### config.mk
export PLATFORM = sky130hd
export DESIGN_NAME = perspective_crawl_texel_address_flat
export DESIGN_NICKNAME = d
export VERILOG_FILES = /design/src/sv/pctx_pkg.sv /design/src/sv/pctx_pix_if.sv /design/src/sv/pctx_res_if.sv /design/src/sv/pctx_cfg_if.sv /design/src/sv/pctx_div_cell.sv /design/src/sv/pctx_div_chain.sv /design/src/sv/perspective_crawl_texel_address.sv /design/src/flat_wrapper.sv
export SDC_FILE = /design/constraint.sdc
export NUM_CORES = 2
export LEC_CHECK = 0
export BUFFER_PORTS_ARGS = -buffer_cell sky130_fd_sc_hd__buf_2
export CELL_PAD_IN_SITES_DETAIL_PLACEMENT = 1
export CELL_PAD_IN_SITES_GLOBAL_PLACEMENT = 1
export CORE_MARGIN = 2
export CORE_UTILIZATION = 41
export CTS_BUF_LIST = sky130_fd_sc_hd__clkbuf_4 sky130_fd_sc_hd__clkbuf_8
export CTS_CLUSTER_SIZE = 24
export DETAILED_ROUTE_END_ITERATION = 10
export GPL_ROUTABILITY_DRIVEN = 0
export GPL_TIMING_DRIVEN = 0
export PLACE_DENSITY_LB_ADDON = 0.08
export SLEW_MARGIN = 40
export SYNTH_ARGS = -nofsm -noshare
export SYNTH_HDL_FRONTEND = slang
export SYNTH_SLANG_ARGS = --single-unit
### constraint.sdc
create_clock -name clk -period 77.4 [get_ports clk]
set_input_delay 3.87 -clock clk [delete_from_list [all_inputs] [get_ports clk]]
set_output_delay 3.87 -clock clk [all_outputs]
set_load 0.02 [all_outputs]
### src/sv/pctx_pkg.sv
// ---------------------------------------------------------------------------
// pctx_pkg
// Field widths, register indexes and reset values of the perspective crawl
// texel address block.
// ---------------------------------------------------------------------------
`default_nettype none

package pctx_pkg;

  // Request and result fields
  localparam int PIX_X_W    = 9;
  localparam int PIX_Y_W    = 8;
  localparam int PHASE_W    = 20;
  localparam int PHASE_FRAC = 8;
  localparam int SRC_W      = 12;

  // Configuration port
  localparam int CFG_IDX_W  = 2;
  localparam int CFG_DATA_W = 16;

  localparam int HORIZON_W  = 8;
  localparam int DEPTH_W    = 16;
  localparam int STRIP_W    = 12;

  localparam logic [CFG_IDX_W-1:0] REG_HORIZON_ROW  = 2'd0;
  localparam logic [CFG_IDX_W-1:0] REG_PERSP_DEPTH  = 2'd1;
  localparam logic [CFG_IDX_W-1:0] REG_STRIP_WIDTH  = 2'd2;
  localparam logic [CFG_IDX_W-1:0] REG_STRIP_HEIGHT = 2'd3;

  localparam logic [HORIZON_W-1:0] RST_HORIZON_ROW  = 8'd42;
  localparam logic [DEPTH_W-1:0]   RST_PERSP_DEPTH  = 16'd3600;
  localparam logic [STRIP_W-1:0]   RST_STRIP_WIDTH  = 12'd320;
  localparam logic [STRIP_W-1:0]   RST_STRIP_HEIGHT = 12'd384;

  // Divisor of the divider chain is the row distance
  localparam int DIV_W = PIX_Y_W;

endpackage

`default_nettype wire

### src/sv/pctx_pix_if.sv
// ---------------------------------------------------------------------------
// pctx_pix_if
// Pixel request channel: screen column, screen row and crawl phase.
// ---------------------------------------------------------------------------
`default_nettype none

interface pctx_pix_if;
  logic                          valid;
  logic                          ready;
  logic [pctx_pkg::PIX_X_W-1:0]  pixel_x;
  logic [pctx_pkg::PIX_Y_W-1:0]  pixel_y;
  logic [pctx_pkg::PHASE_W-1:0]  phase;

  modport source (output valid, pixel_x, pixel_y, phase, input ready);
  modport sink   (input valid, pixel_x, pixel_y, phase, output ready);
endinterface

`default_nettype wire

### src/sv/pctx_res_if.sv
// ---------------------------------------------------------------------------
// pctx_res_if
// Result channel: draw flag and strip column and row to sample.
// ---------------------------------------------------------------------------
`default_nettype none

interface pctx_res_if;
  logic                        valid;
  logic                        ready;
  logic                        draw;
  logic [pctx_pkg::SRC_W-1:0]  source_x;
  logic [pctx_pkg::SRC_W-1:0]  source_y;

  modport source (output valid, draw, source_x, source_y, input ready);
  modport sink   (input valid, draw, source_x, source_y, output ready);
endinterface

`default_nettype wire

### src/sv/pctx_cfg_if.sv
// ---------------------------------------------------------------------------
// pctx_cfg_if
// Configuration write channel: register index and write data.
// ---------------------------------------------------------------------------
`default_nettype none

interface pctx_cfg_if;
  logic                             valid;
  logic                             ready;
  logic [pctx_pkg::CFG_IDX_W-1:0]   index;
  logic [pctx_pkg::CFG_DATA_W-1:0]  data;

  modport source (output valid, index, data, input ready);
  modport sink   (input valid, index, data, output ready);
endinterface

`default_nettype wire

### src/sv/pctx_div_cell.sv
// ---------------------------------------------------------------------------
// pctx_div_cell
// One restoring division step on two dividends that share one divisor.
// Each cell retires one quotient bit of each and hands on to the next.
// ---------------------------------------------------------------------------
`default_nettype none

module pctx_div_cell #(
  parameter int NUM_W  = 25,
  parameter int SIDE_W = 22
) (
  input  wire logic                       clk,
  input  wire logic                       rst_n,
  input  wire logic                       en,
  input  wire logic                       vld_i,
  input  wire logic [pctx_pkg::DIV_W-1:0] den_i,
  input  wire logic [pctx_pkg::DIV_W-1:0] rem_a_i,
  input  wire logic [NUM_W-1:0]           acc_a_i,
  input  wire logic [pctx_pkg::DIV_W-1:0] rem_b_i,
  input  wire logic [NUM_W-1:0]           acc_b_i,
  input  wire logic [SIDE_W-1:0]          side_i,
  output logic                            vld_o,
  output logic [pctx_pkg::DIV_W-1:0]      den_o,
  output logic [pctx_pkg::DIV_W-1:0]      rem_a_o,
  output logic [NUM_W-1:0]                acc_a_o,
  output logic [pctx_pkg::DIV_W-1:0]      rem_b_o,
  output logic [NUM_W-1:0]                acc_b_o,
  output logic [SIDE_W-1:0]               side_o
);

  localparam int DW = pctx_pkg::DIV_W;

  logic [DW:0]       try_a;
  logic [DW:0]       try_b;
  logic              ge_a;
  logic              ge_b;
  logic [DW:0]       diff_a;
  logic [DW:0]       diff_b;
  logic [DW-1:0]     rem_a_nxt;
  logic [DW-1:0]     rem_b_nxt;
  logic [NUM_W-1:0]  acc_a_nxt;
  logic [NUM_W-1:0]  acc_b_nxt;

  logic              vld_r;
  logic [DW-1:0]     den_r;
  logic [DW-1:0]     rem_a_r;
  logic [DW-1:0]     rem_b_r;
  logic [NUM_W-1:0]  acc_a_r;
  logic [NUM_W-1:0]  acc_b_r;
  logic [SIDE_W-1:0] side_r;

  always_comb begin
    // Bring down the next dividend bit, subtract when it fits
    try_a     = {rem_a_i, acc_a_i[NUM_W-1]};
    try_b     = {rem_b_i, acc_b_i[NUM_W-1]};
    ge_a      = try_a >= {1'b0, den_i};
    ge_b      = try_b >= {1'b0, den_i};
    diff_a    = try_a - {1'b0, den_i};
    diff_b    = try_b - {1'b0, den_i};
    rem_a_nxt = ge_a ? diff_a[DW-1:0] : try_a[DW-1:0];
    rem_b_nxt = ge_b ? diff_b[DW-1:0] : try_b[DW-1:0];
    acc_a_nxt = {acc_a_i[NUM_W-2:0], ge_a};
    acc_b_nxt = {acc_b_i[NUM_W-2:0], ge_b};
  end

  always_ff @(posedge clk) begin
    if (!rst_n) begin
      vld_r <= 1'b0;
    end else if (en) begin
      vld_r <= vld_i;
    end
  end

  always_ff @(posedge clk) begin
    if (en) begin
      den_r   <= den_i;
      rem_a_r <= rem_a_nxt;
      rem_b_r <= rem_b_nxt;
      acc_a_r <= acc_a_nxt;
      acc_b_r <= acc_b_nxt;
      side_r  <= side_i;
    end
  end

  assign vld_o   = vld_r;
  assign den_o   = den_r;
  assign rem_a_o = rem_a_r;
  assign rem_b_o = rem_b_r;
  assign acc_a_o = acc_a_r;
  assign acc_b_o = acc_b_r;
  assign side_o  = side_r;

endmodule

`default_nettype wire

### src/sv/pctx_div_chain.sv
// ---------------------------------------------------------------------------
// pctx_div_chain
// Row of division cells, one per quotient bit. Gives two quotients by the
// same divisor, one new pair per cycle while en is high.
// ---------------------------------------------------------------------------
`default_nettype none

module pctx_div_chain #(
  parameter int NUM_W  = 25,
  parameter int SIDE_W = 22
) (
  input  wire logic                       clk,
  input  wire logic                       rst_n,
  input  wire logic                       en,
  input  wire logic                       vld_i,
  input  wire logic [pctx_pkg::DIV_W-1:0] den_i,
  input  wire logic [NUM_W-1:0]           num_a_i,
  input  wire logic [NUM_W-1:0]           num_b_i,
  input  wire logic [SIDE_W-1:0]          side_i,
  output logic                            vld_o,
  output logic [NUM_W-1:0]                quo_a_o,
  output logic [NUM_W-1:0]                quo_b_o,
  output logic [SIDE_W-1:0]               side_o
);

  localparam int DW = pctx_pkg::DIV_W;

  logic              vld   [0:NUM_W];
  logic [DW-1:0]     den   [0:NUM_W];
  logic [DW-1:0]     rem_a [0:NUM_W];
  logic [DW-1:0]     rem_b [0:NUM_W];
  logic [NUM_W-1:0]  acc_a [0:NUM_W];
  logic [NUM_W-1:0]  acc_b [0:NUM_W];
  logic [SIDE_W-1:0] side  [0:NUM_W];

  assign vld[0]   = vld_i;
  assign den[0]   = den_i;
  assign rem_a[0] = '0;
  assign rem_b[0] = '0;
  assign acc_a[0] = num_a_i;
  assign acc_b[0] = num_b_i;
  assign side[0]  = side_i;

  for (genvar i = 0; i < NUM_W; i++) begin : g_cell
    pctx_div_cell #(
      .NUM_W  (NUM_W),
      .SIDE_W (SIDE_W)
    ) u_cell (
      .clk     (clk),
      .rst_n   (rst_n),
      .en      (en),
      .vld_i   (vld[i]),
      .den_i   (den[i]),
      .rem_a_i (rem_a[i]),
      .acc_a_i (acc_a[i]),
      .rem_b_i (rem_b[i]),
      .acc_b_i (acc_b[i]),
      .side_i  (side[i]),
      .vld_o   (vld[i+1]),
      .den_o   (den[i+1]),
      .rem_a_o (rem_a[i+1]),
      .acc_a_o (acc_a[i+1]),
      .rem_b_o (rem_b[i+1]),
      .acc_b_o (acc_b[i+1]),
      .side_o  (side[i+1])
    );
  end

  assign vld_o   = vld[NUM_W];
  assign quo_a_o = acc_a[NUM_W];
  assign quo_b_o = acc_b[NUM_W];
  assign side_o  = side[NUM_W];

endmodule

`default_nettype wire

### src/sv/perspective_crawl_texel_address.sv
// ---------------------------------------------------------------------------
// perspective_crawl_texel_address
// Maps each screen pixel below the horizon onto the receding text strip and
// returns the strip column and row to sample, or no draw. One pixel request
// is taken per clock unless the pipe stalls; a result passes the registers
// of stages A and B, the NUM_W cells of the divider chain, stage C and the
// output register, where NUM_W is the quotient width of the chain (24 cells
// with the default parameters). Both divisions by the row distance run side
// by side in that chain, one quotient bit per cell. The block keeps taking
// requests while a result waits at the output, and stalls only once the
// last pipeline stage also holds a result. Configuration writes are taken in
// every cycle and must only be issued while no request is in flight.
`default_nettype none

module perspective_crawl_texel_address #(
  parameter int SCREEN_WIDTH  = 320,
  parameter int SCREEN_HEIGHT = 200,
  parameter int FRAC_BITS     = 8
) (
  input  wire logic  clk,
  input  wire logic  rst_n,
  pctx_pix_if.sink   in_pix,
  pctx_res_if.source out_res,
  pctx_cfg_if.sink   cfg_wr
);

  localparam int CEN    = SCREEN_WIDTH / 2;
  localparam int DXW    = $clog2(CEN + 1);
  localparam int KW     = DXW + 1;
  localparam int BW     = $clog2(SCREEN_HEIGHT + 1);
  localparam int PHF_W  = pctx_pkg::PHASE_W + FRAC_BITS - pctx_pkg::PHASE_FRAC;
  localparam int MQW    = DXW + BW;
  localparam int PKW    = KW + BW + 1;
  localparam int PNW    = pctx_pkg::STRIP_W + pctx_pkg::DIV_W;
  localparam int LAGW   = pctx_pkg::DEPTH_W + FRAC_BITS;
  localparam int NUM_W  = (LAGW > MQW + FRAC_BITS) ? LAGW : MQW + FRAC_BITS;
  localparam int SIDE_W = PHF_W + 2;
  localparam int EW     = NUM_W + 2;
  localparam int DW     = pctx_pkg::DIV_W;
  localparam int SW     = pctx_pkg::SRC_W;

  // Configuration registers
  logic [pctx_pkg::HORIZON_W-1:0] horizon_row_r;
  logic [pctx_pkg::DEPTH_W-1:0]   persp_depth_r;
  logic [pctx_pkg::STRIP_W-1:0]   strip_width_r;
  logic [pctx_pkg::STRIP_W-1:0]   strip_height_r;

  always_ff @(posedge clk) begin
    if (!rst_n) begin
      horizon_row_r  <= pctx_pkg::RST_HORIZON_ROW;
      persp_depth_r  <= pctx_pkg::RST_PERSP_DEPTH;
      strip_width_r  <= pctx_pkg::RST_STRIP_WIDTH;
      strip_height_r <= pctx_pkg::RST_STRIP_HEIGHT;
    end else if (cfg_wr.valid) begin
      unique case (cfg_wr.index)
        pctx_pkg::REG_HORIZON_ROW:  horizon_row_r  <= cfg_wr.data[pctx_pkg::HORIZON_W-1:0];
        pctx_pkg::REG_PERSP_DEPTH:  persp_depth_r  <= cfg_wr.data[pctx_pkg::DEPTH_W-1:0];
        pctx_pkg::REG_STRIP_WIDTH:  strip_width_r  <= cfg_wr.data[pctx_pkg::STRIP_W-1:0];
        pctx_pkg::REG_STRIP_HEIGHT: strip_height_r <= cfg_wr.data[pctx_pkg::STRIP_W-1:0];
        default: ;
      endcase
    end
  end

  assign cfg_wr.ready = 1'b1;

  // Flow control: the output register loads when free or taken, the rest
  // of the pipe advances as well whenever its last stage holds nothing.
  logic out_valid_r;
  logic vc_r;
  logic out_load;
  logic en;

  assign out_load     = out_res.ready || !out_valid_r;
  assign en           = out_load || !vc_r;
  assign in_pix.ready = en;

  // Stage A: screen tests, row distances, column offset
  logic                       a_skip_nxt;
  logic                       a_neg_nxt;
  logic [DXW-1:0]             a_adx_nxt;
  logic [KW-1:0]              a_k_nxt;
  logic [DW-1:0]              a_d_nxt;
  logic [BW-1:0]              a_b_nxt;
  logic [pctx_pkg::PHASE_W+FRAC_BITS-1:0] ph_wide;

  always_comb begin
    a_skip_nxt = ({1'b0, in_pix.pixel_y} <= {1'b0, horizon_row_r})
              || (32'(in_pix.pixel_y) >= 32'(SCREEN_HEIGHT))
              || (32'(in_pix.pixel_x) >= 32'(SCREEN_WIDTH));
    a_neg_nxt  = 32'(in_pix.pixel_x) < 32'(CEN);
    a_adx_nxt  = a_neg_nxt ? DXW'(32'(CEN) - 32'(in_pix.pixel_x))
                           : DXW'(32'(in_pix.pixel_x) - 32'(CEN));
    // Pixel lies inside the half-width when k * 2B <= W * d
    a_k_nxt    = a_neg_nxt ? KW'(a_adx_nxt) : KW'(a_adx_nxt) + KW'(1);
    a_d_nxt    = in_pix.pixel_y - horizon_row_r;
    a_b_nxt    = BW'(32'(SCREEN_HEIGHT) - 32'(horizon_row_r));
    ph_wide    = {in_pix.phase, {FRAC_BITS{1'b0}}};
  end

  logic              va_r;
  logic              a_ok_r;
  logic              a_neg_r;
  logic [DXW-1:0]    a_adx_r;
  logic [KW-1:0]     a_k_r;
  logic [DW-1:0]     a_d_r;
  logic [BW-1:0]     a_b_r;
  logic [PHF_W-1:0]  a_phf_r;

  always_ff @(posedge clk) begin
    if (!rst_n) begin
      va_r <= 1'b0;
    end else if (en) begin
      va_r <= in_pix.valid;
    end
  end

  always_ff @(posedge clk) begin
    if (en) begin
      a_ok_r  <= !a_skip_nxt;
      a_neg_r <= a_neg_nxt;
      a_adx_r <= a_adx_nxt;
      a_k_r   <= a_k_nxt;
      a_d_r   <= a_d_nxt;
      a_b_r   <= a_b_nxt;
      a_phf_r <= ph_wide[pctx_pkg::PHASE_W+FRAC_BITS-1:pctx_pkg::PHASE_FRAC];
    end
  end

  // Stage B: products
  logic              vb_r;
  logic              b_ok_r;
  logic              b_neg_r;
  logic [DW-1:0]     b_d_r;
  logic [PHF_W-1:0]  b_phf_r;
  logic [MQW-1:0]    b_mulq_r;
  logic [PKW-1:0]    b_pk_r;
  logic [PNW-1:0]    b_pn_r;

  always_ff @(posedge clk) begin
    if (!rst_n) begin
      vb_r <= 1'b0;
    end else if (en) begin
      vb_r <= va_r;
    end
  end

  always_ff @(posedge clk) begin
    if (en) begin
      b_ok_r   <= a_ok_r;
      b_neg_r  <= a_neg_r;
      b_d_r    <= a_d_r;
      b_phf_r  <= a_phf_r;
      b_mulq_r <= MQW'(a_adx_r) * MQW'(a_b_r);
      b_pk_r   <= PKW'(a_k_r) * PKW'({a_b_r, 1'b0});
      b_pn_r   <= PNW'(strip_width_r) * PNW'(a_d_r);
    end
  end

  // Divider chain: row lag and column offset, both over the row distance
  logic               b_in_range;
  logic [NUM_W-1:0]   num_a;
  logic [NUM_W-1:0]   num_b;
  logic [SIDE_W-1:0]  side_in;
  logic               ch_vld;
  logic [NUM_W-1:0]   ch_lag;
  logic [NUM_W-1:0]   ch_qmag;
  logic [SIDE_W-1:0]  ch_side;

  assign b_in_range = 32'(b_pk_r) <= 32'(b_pn_r);
  assign num_a      = NUM_W'({persp_depth_r, {FRAC_BITS{1'b0}}});
  assign num_b      = NUM_W'({b_mulq_r, {FRAC_BITS{1'b0}}});
  assign side_in    = {b_ok_r && b_in_range, b_neg_r, b_phf_r};

  pctx_div_chain #(
    .NUM_W  (NUM_W),
    .SIDE_W (SIDE_W)
  ) u_chain (
    .clk     (clk),
    .rst_n   (rst_n),
    .en      (en),
    .vld_i   (vb_r),
    .den_i   (b_d_r),
    .num_a_i (num_a),
    .num_b_i (num_b),
    .side_i  (side_in),
    .vld_o   (ch_vld),
    .quo_a_o (ch_lag),
    .quo_b_o (ch_qmag),
    .side_o  (ch_side)
  );

  // Stage C: fixed-point source row and column
  logic [EW-1:0] half_w;
  logic [EW-1:0] c_syf_nxt;
  logic [EW-1:0] c_uf_nxt;

  always_comb begin
    half_w    = EW'(strip_width_r) << (FRAC_BITS - 1);
    c_syf_nxt = EW'(ch_side[PHF_W-1:0]) - EW'(ch_lag);
    c_uf_nxt  = ch_side[PHF_W] ? (half_w - EW'(ch_qmag)) : (half_w + EW'(ch_qmag));
  end

  logic          c_ok_r;
  logic [EW-1:0] c_syf_r;
  logic [EW-1:0] c_uf_r;

  always_ff @(posedge clk) begin
    if (!rst_n) begin
      vc_r <= 1'b0;
    end else if (en) begin
      vc_r <= ch_vld;
    end
  end

  always_ff @(posedge clk) begin
    if (en) begin
      c_ok_r  <= ch_side[PHF_W+1];
      c_syf_r <= c_syf_nxt;
      c_uf_r  <= c_uf_nxt;
    end
  end

  // Stage D: truncate toward zero and bound-check against the strip
  logic          sy_sign;
  logic          sx_sign;
  logic [EW-1:0] sy_mag;
  logic [EW-1:0] sx_mag;
  logic [EW-1:0] sy_ip;
  logic [EW-1:0] sx_ip;
  logic          sy_ok;
  logic          sx_ok;
  logic          draw_nxt;
  logic [SW-1:0] src_x_nxt;
  logic [SW-1:0] src_y_nxt;

  always_comb begin
    sy_sign   = c_syf_r[EW-1];
    sx_sign   = c_uf_r[EW-1];
    sy_mag    = sy_sign ? (~c_syf_r + EW'(1)) : c_syf_r;
    sx_mag    = sx_sign ? (~c_uf_r + EW'(1)) : c_uf_r;
    sy_ip     = sy_mag >> FRAC_BITS;
    sx_ip     = sx_mag >> FRAC_BITS;
    // A value just below zero truncates to row or column zero
    sy_ok     = sy_sign ? ((sy_ip == '0) && (strip_height_r != '0))
                        : (sy_ip < EW'(strip_height_r));
    sx_ok     = sx_sign ? ((sx_ip == '0) && (strip_width_r != '0))
                        : (sx_ip < EW'(strip_width_r));
    draw_nxt  = c_ok_r && sy_ok && sx_ok;
    src_y_nxt = (draw_nxt && !sy_sign) ? sy_ip[SW-1:0] : '0;
    src_x_nxt = (draw_nxt && !sx_sign) ? sx_ip[SW-1:0] : '0;
  end

  logic          out_draw_r;
  logic [SW-1:0] out_src_x_r;
  logic [SW-1:0] out_src_y_r;

  always_ff @(posedge clk) begin
    if (!rst_n) begin
      out_valid_r <= 1'b0;
    end else if (out_load) begin
      out_valid_r <= vc_r;
    end
  end

  always_ff @(posedge clk) begin
    if (out_load) begin
      out_draw_r  <= draw_nxt;
      out_src_x_r <= src_x_nxt;
      out_src_y_r <= src_y_nxt;
    end
  end

  assign out_res.valid    = out_valid_r;
  assign out_res.draw     = out_draw_r;
  assign out_res.source_x = out_src_x_r;
  assign out_res.source_y = out_src_y_r;

endmodule

`default_nettype wire
### src/flat_wrapper.sv
// flat-port wrapper written by rule: the top's interface ports become plain ports
module perspective_crawl_texel_address_flat 
#(
  parameter int SCREEN_WIDTH  = 320,
  parameter int SCREEN_HEIGHT = 200,
  parameter int FRAC_BITS     = 8
)
  (clk, rst_n, in_pix_valid, in_pix_pixel_x, in_pix_pixel_y, in_pix_phase, in_pix_ready, out_res_valid, out_res_draw, out_res_source_x, out_res_source_y, out_res_ready, cfg_wr_valid, cfg_wr_index, cfg_wr_data, cfg_wr_ready);
  pctx_pix_if in_pix_i ();
  pctx_res_if out_res_i ();
  pctx_cfg_if cfg_wr_i ();
  input  wire logic clk;
  input  wire logic rst_n;
  input wire logic [$bits(in_pix_i.valid)-1:0] in_pix_valid;
  input wire logic [$bits(in_pix_i.pixel_x)-1:0] in_pix_pixel_x;
  input wire logic [$bits(in_pix_i.pixel_y)-1:0] in_pix_pixel_y;
  input wire logic [$bits(in_pix_i.phase)-1:0] in_pix_phase;
  output wire logic [$bits(in_pix_i.ready)-1:0] in_pix_ready;
  output wire logic [$bits(out_res_i.valid)-1:0] out_res_valid;
  output wire logic [$bits(out_res_i.draw)-1:0] out_res_draw;
  output wire logic [$bits(out_res_i.source_x)-1:0] out_res_source_x;
  output wire logic [$bits(out_res_i.source_y)-1:0] out_res_source_y;
  input wire logic [$bits(out_res_i.ready)-1:0] out_res_ready;
  input wire logic [$bits(cfg_wr_i.valid)-1:0] cfg_wr_valid;
  input wire logic [$bits(cfg_wr_i.index)-1:0] cfg_wr_index;
  input wire logic [$bits(cfg_wr_i.data)-1:0] cfg_wr_data;
  output wire logic [$bits(cfg_wr_i.ready)-1:0] cfg_wr_ready;
  assign in_pix_i.valid = in_pix_valid;
  assign in_pix_i.pixel_x = in_pix_pixel_x;
  assign in_pix_i.pixel_y = in_pix_pixel_y;
  assign in_pix_i.phase = in_pix_phase;
  assign in_pix_ready = in_pix_i.ready;
  assign out_res_valid = out_res_i.valid;
  assign out_res_draw = out_res_i.draw;
  assign out_res_source_x = out_res_i.source_x;
  assign out_res_source_y = out_res_i.source_y;
  assign out_res_i.ready = out_res_ready;
  assign cfg_wr_i.valid = cfg_wr_valid;
  assign cfg_wr_i.index = cfg_wr_index;
  assign cfg_wr_i.data = cfg_wr_data;
  assign cfg_wr_ready = cfg_wr_i.ready;
  perspective_crawl_texel_address #(.SCREEN_WIDTH(SCREEN_WIDTH), .SCREEN_HEIGHT(SCREEN_HEIGHT), .FRAC_BITS(FRAC_BITS)) u_core (.clk(clk), .rst_n(rst_n), .in_pix(in_pix_i), .out_res(out_res_i), .cfg_wr(cfg_wr_i));
endmodule
==> results.json <==
{
  "synthFlopType": "edfxtp_1",
  "report.final.slew_viol_count": 0,
  "dp_hpwl_mm": 147,
  "seq_area_frac_synth_pct": 67.2,
  "grt_usage_pct": 16.6,
  "rr_endpoint": "u_core.b_pn_r[19]$_DFFE_PP_",
  "drt_iter0_markers": 2536,
  "synth_top_family_by_area": "adder cells",
  "crit_path_end": "in_pix_ready",
  "firstDrtPassIters": 5,
  "cp_max_fo": 42,
  "synth.area.mux_share_pct": 3.32,
  "grt_pass1_wl_mm": 314,
  "finalPower_mw": 4.22,
  "cts.repair.resized": 0,
  "clock_sinks": 2211,
  "overflow": 0,
  "period_needed_ps": 11690,
  "cp-end-kind": "output port",
  "synth-compound-area-share_pct": 5.71,
  "r2r_start": "u_core.strip_width_r[0]$_SDFFE_PN0P_",
  "rsz0062_at_grt": "false",
  "finalClockSkew_ps": 68.7,
  "antenna_found_initial": 27,
  "maxCapViolations": 0,
  "reg2reg_depth": 16,
  "post_cts_buffers": 0,
  "path_cells": "buf_2 -> nor2b_1 -> and2_1 -> clkbuf_1 -> clkinv_1 -> clkbuf_4 -> buf_12 -> buf_16 -> buf_12 -> buf_12 -> buf_12 -> buf_12 -> buf_12 -> buf_12 -> buf_12 -> buf_2",
  "route.detailed.drc": 0,
  "synth-xor-area-share_pct": 2.28,
  "finalHoldViolCount": 0,
  "cp_data_arrival_time_ps": 7820,
  "viasPerCell": 4.88,
  "tritoncts": "yes",
  "syn_nets": 7441,
  "die_area_sq_mm": 0.242,
  "criticalPathCategory": "primary input to output port",
  "htree_levels": 5,
  "hold_class": "flip-flop to flip-flop",
  "reg2reg_slack_ps": 70470,
  "p_leak_nw": 45.2,
  "period_share_pct": 15.1,
  "cts_buffer_depth": 4,
  "ir_worst_vdd_mv": 0.0203,
  "max_stage_delay_ps": 520,
  "dp_cells": 9928,
  "power_density_mw_per_mm2": 38.0,
  "yosysWarnings": 0,
  "clk_latency_ps": 1070,
  "avgRoutedWirePerCell_microns": 18.8,
  "async_reset_ff_share_pct": 0,
  "yosys.area_share.simple_pct": 7.06,
  "yosys.cell_types.count": 76,
  "worst_slew_pin_slew_ps": 869,
  "synth_edf_count": 2135,
  "synthAdderAreaFrac_pct": 11.2,
  "cts.root.buffer_cell": "clkbuf_8",
  "core_sq_mm": 0.237,
  "tns_ps": 0,
  "dieWidth_microns": 492,
  "final_nets": 7982,
  "areaGrowthSynthToFinish_pct": 13.8,
  "synth_seq_cells": 2211,
  "postSynthAreaPerCell_sq_um": 14.8,
  "cpMaxStageDelayCell": "clkbuf_4",
  "start_kind": "primary input",
  "fin_cells": 10600,
  "portBuffers": 84,
  "drive_gt1_share_pct": 13.7,
  "grt_pass1_vias": 55600,
  "die_h_microns": 492,
  "initial_core_util_pct": 41.1,
  "netlist_instances": 6616,
  "maxSlewHeadroom_pct": 41.7,
  "row_count": 179,
  "grt_start_max_net_pins": 47,
  "wirelength_mm": 200,
  "path_clk_slew_ps": 60,
  "cts_made_buffers": 394,
  "finalSetupViolCount": 0,
  "ant_nets": 0,
  "vias": 51900,
  "cp_common_cell": "buf_12",
  "crit_start": "out_res_ready",
  "ios": 88,
  "fmax_mhz": 85.5,
  "postCtsHoldBufs": 0,
  "synth_area_sq_mm": 0.0976,
  "status": "finished clean",
  "crit_required_ps": 73530
}
[where the power goes]
group	internal, mW	switching, mW	total (mW)	leakage [nW]
combinational	0.571	0.684	1.26	17.5
clock	0.601	0.470	1.07	4.11
sequential	1.73	0.155	1.89	23.6
total	2.91	1.31	4.22	45.2
[cell type report]
| cell class | count | area, sq um |
|---|---|---|
| inverter | 750 | 2820 |
| timing repair buffer | 145 | 1620 |
| fill | 23700 | 126000 |
| buffer | 68 | 269 |
| clock buffer | 514 | 6380 |
| clock inverter | 189 | 1380 |
| antenna | 6 | 15.0 |
| multi-input combinational | 3587 | 29000 |
| tap | 3167 | 3960 |
| sequential | 2211 | 65600 |
[worst max-delay path, delay by kind of cell]
kind                   cells  cell delay [ps]
and+or+nand+nor            2              220
buffers and inverters     14             3530
[per-layer routing]
metal / up-vias / track usage [%] / routed length [microns]
met5: - / 0 / 0
met4: 0 / 4.57 / 4180
met3: 326 / 3.19 / 7610
met2: 740 / 28.1 / 98300
met1: 25800 / 21.8 / 90200
li1: 25000 / - / -
[cell families after synthesis]
group                      after synthesis
adders and majority gates              765
and+or+nand+nor                       1412
muxes                                  296
AOI/OAI and AO/OA                      859
DFF                                   2211
xor gates and xnor gates               254
other                                    1
buffers and inverters                  818
[layout by cell type, fill, tap and decap left out, types with 76 or more instances in the layout]
| master | instances |
|---|---|
| nor2b_1 | 115 |
| clkinv_1 | 100 |
| nand4_1 | 87 |
| a21oi_1 | 125 |
| inv_1 | 747 |
| and2_1 | 218 |
| nor2_1 | 431 |
| buf_2 | 87 |
| dfxtp_1 | 76 |
| clkbuf_4 | 112 |
| a21boi_0 | 203 |
| ha_1 | 580 |
| mux2_2 | 221 |
| nand2_1 | 331 |
| xnor2_1 | 180 |
| clkbuf_8 | 403 |
| o21ai_0 | 288 |
| fa_1 | 185 |
| edfxtp_1 | 2135 |
[worst min path at each step]
stage	startpoint	slack (ps)	end	depth (start not counted)
2_1_floorplan	u_core.a_neg_r$_DFFE_PP_	400	u_core.b_neg_r$_DFFE_PP_	0
3_3_place_gp	u_core.u_chain.g_cell[21].u_cell.acc_b_o[19]$_DFFE_PP_	400	u_core.u_chain.g_cell[22].u_cell.acc_b_o[20]$_DFFE_PP_	0
3_5_place_dp	u_core.u_chain.g_cell[18].u_cell.acc_a_o[7]$_DFFE_PP_	410	u_core.u_chain.g_cell[19].u_cell.acc_a_o[8]$_DFFE_PP_	0
4_1_cts	u_core.u_chain.g_cell[22].u_cell.acc_b_o[21]$_DFFE_PP_	360	u_core.u_chain.g_cell[23].u_cell.acc_b_o[22]$_DFFE_PP_	0
5_1_grt	u_core.u_chain.g_cell[16].u_cell.acc_a_o[0]$_DFFE_PP_	390	u_core.u_chain.g_cell[17].u_cell.acc_a_o[1]$_DFFE_PP_	0
6_report	u_core.u_chain.g_cell[16].u_cell.acc_a_o[0]$_DFFE_PP_	370	u_core.u_chain.g_cell[17].u_cell.acc_a_o[1]$_DFFE_PP_	0
[state kept, by name (all words and copies together) (netlist names), 9 cells and up]
name and flops:
u_core.u_chain.g_cell.u_cell.vld_o 24, u_core.c_syf_r 25, u_core.c_uf_r 26, u_core.out_res.source_y 12, u_core.a_k_r 9, u_core.b_pn_r 20
u_core.u_chain.g_cell.u_cell.rem_a_o 184, u_core.b_pk_r 17, u_core.b_mulq_r 16, u_core.a_phf_r 20, u_core.out_res.source_x 12, u_core.persp_depth_r 16
u_core.b_phf_r 20, u_core.strip_width_r 12, u_core.u_chain.g_cell.u_cell.rem_b_o 184, u_core.u_chain.g_cell.u_cell.side_o 528, u_core.u_chain.g_cell.u_cell.den_o 184, u_core.strip_height_r 12
u_core.u_chain.g_cell.u_cell.acc_b_o 420, u_core.u_chain.g_cell.u_cell.acc_a_o 420
[cell usage after synthesis, types with 5 or more instances]
| master | n | area share [%] |
|---|---|---|
| o211ai_1 | 14 | 0.11 |
| or3_1 | 13 | 0.083 |
| nand4_1 | 87 | 0.56 |
| o31ai_1 | 10 | 0.077 |
| nor3_1 | 30 | 0.15 |
| xor2_1 | 74 | 0.66 |
| a41o_1 | 5 | 0.051 |
| inv_1 | 748 | 2.9 |
| or2_2 | 11 | 0.071 |
| edfxtp_1 | 2135 | 66 |
| clkbuf_1 | 64 | 0.25 |
| a21oi_1 | 125 | 0.64 |
| mux2i_1 | 75 | 0.77 |
| o31a_1 | 10 | 0.090 |
| nand2b_1 | 63 | 0.40 |
| a31oi_1 | 12 | 0.077 |
| nand2_1 | 331 | 1.3 |
| mux2_2 | 221 | 2.5 |
| o41ai_1 | 6 | 0.054 |
| fa_1 | 185 | 3.8 |
| nor2b_1 | 115 | 0.74 |
| nor2_1 | 449 | 1.7 |
| nand3_1 | 34 | 0.17 |
| a21o_1 | 75 | 0.58 |
| and2_1 | 218 | 1.4 |
| and3_1 | 14 | 0.090 |
| o21ai_0 | 289 | 1.5 |
| nor4_1 | 18 | 0.12 |
| a21boi_0 | 203 | 1.6 |
| o21a_1 | 17 | 0.13 |
| ha_1 | 580 | 7.4 |
| xnor2_1 | 180 | 1.6 |
| dfxtp_1 | 76 | 1.6 |
| a311oi_1 | 45 | 0.40 |
| o21bai_1 | 6 | 0.046 |
| or4_1 | 6 | 0.046 |
[through the flow]
| stage | worst slack, ps | area, sq um | hold slack [ps] | utilization, % |
|---|---|---|---|---|
| 3_3_place_gp | -19180 | 102000 | 401 | 43.0 |
| 2_1_floorplan | 12180 | 97600 | 400 | - |
| 3_5_place_dp | 65640 | 103000 | 405 | 43.5 |
| 5_1_grt | 65360 | 111000 | 387 | 46.8 |
| 4_1_cts | 65630 | 111000 | 362 | 46.8 |
| 6_report | 65710 | 111000 | 374 | 46.8 |
No activity file was read; power rests on OpenSTA's default activity.
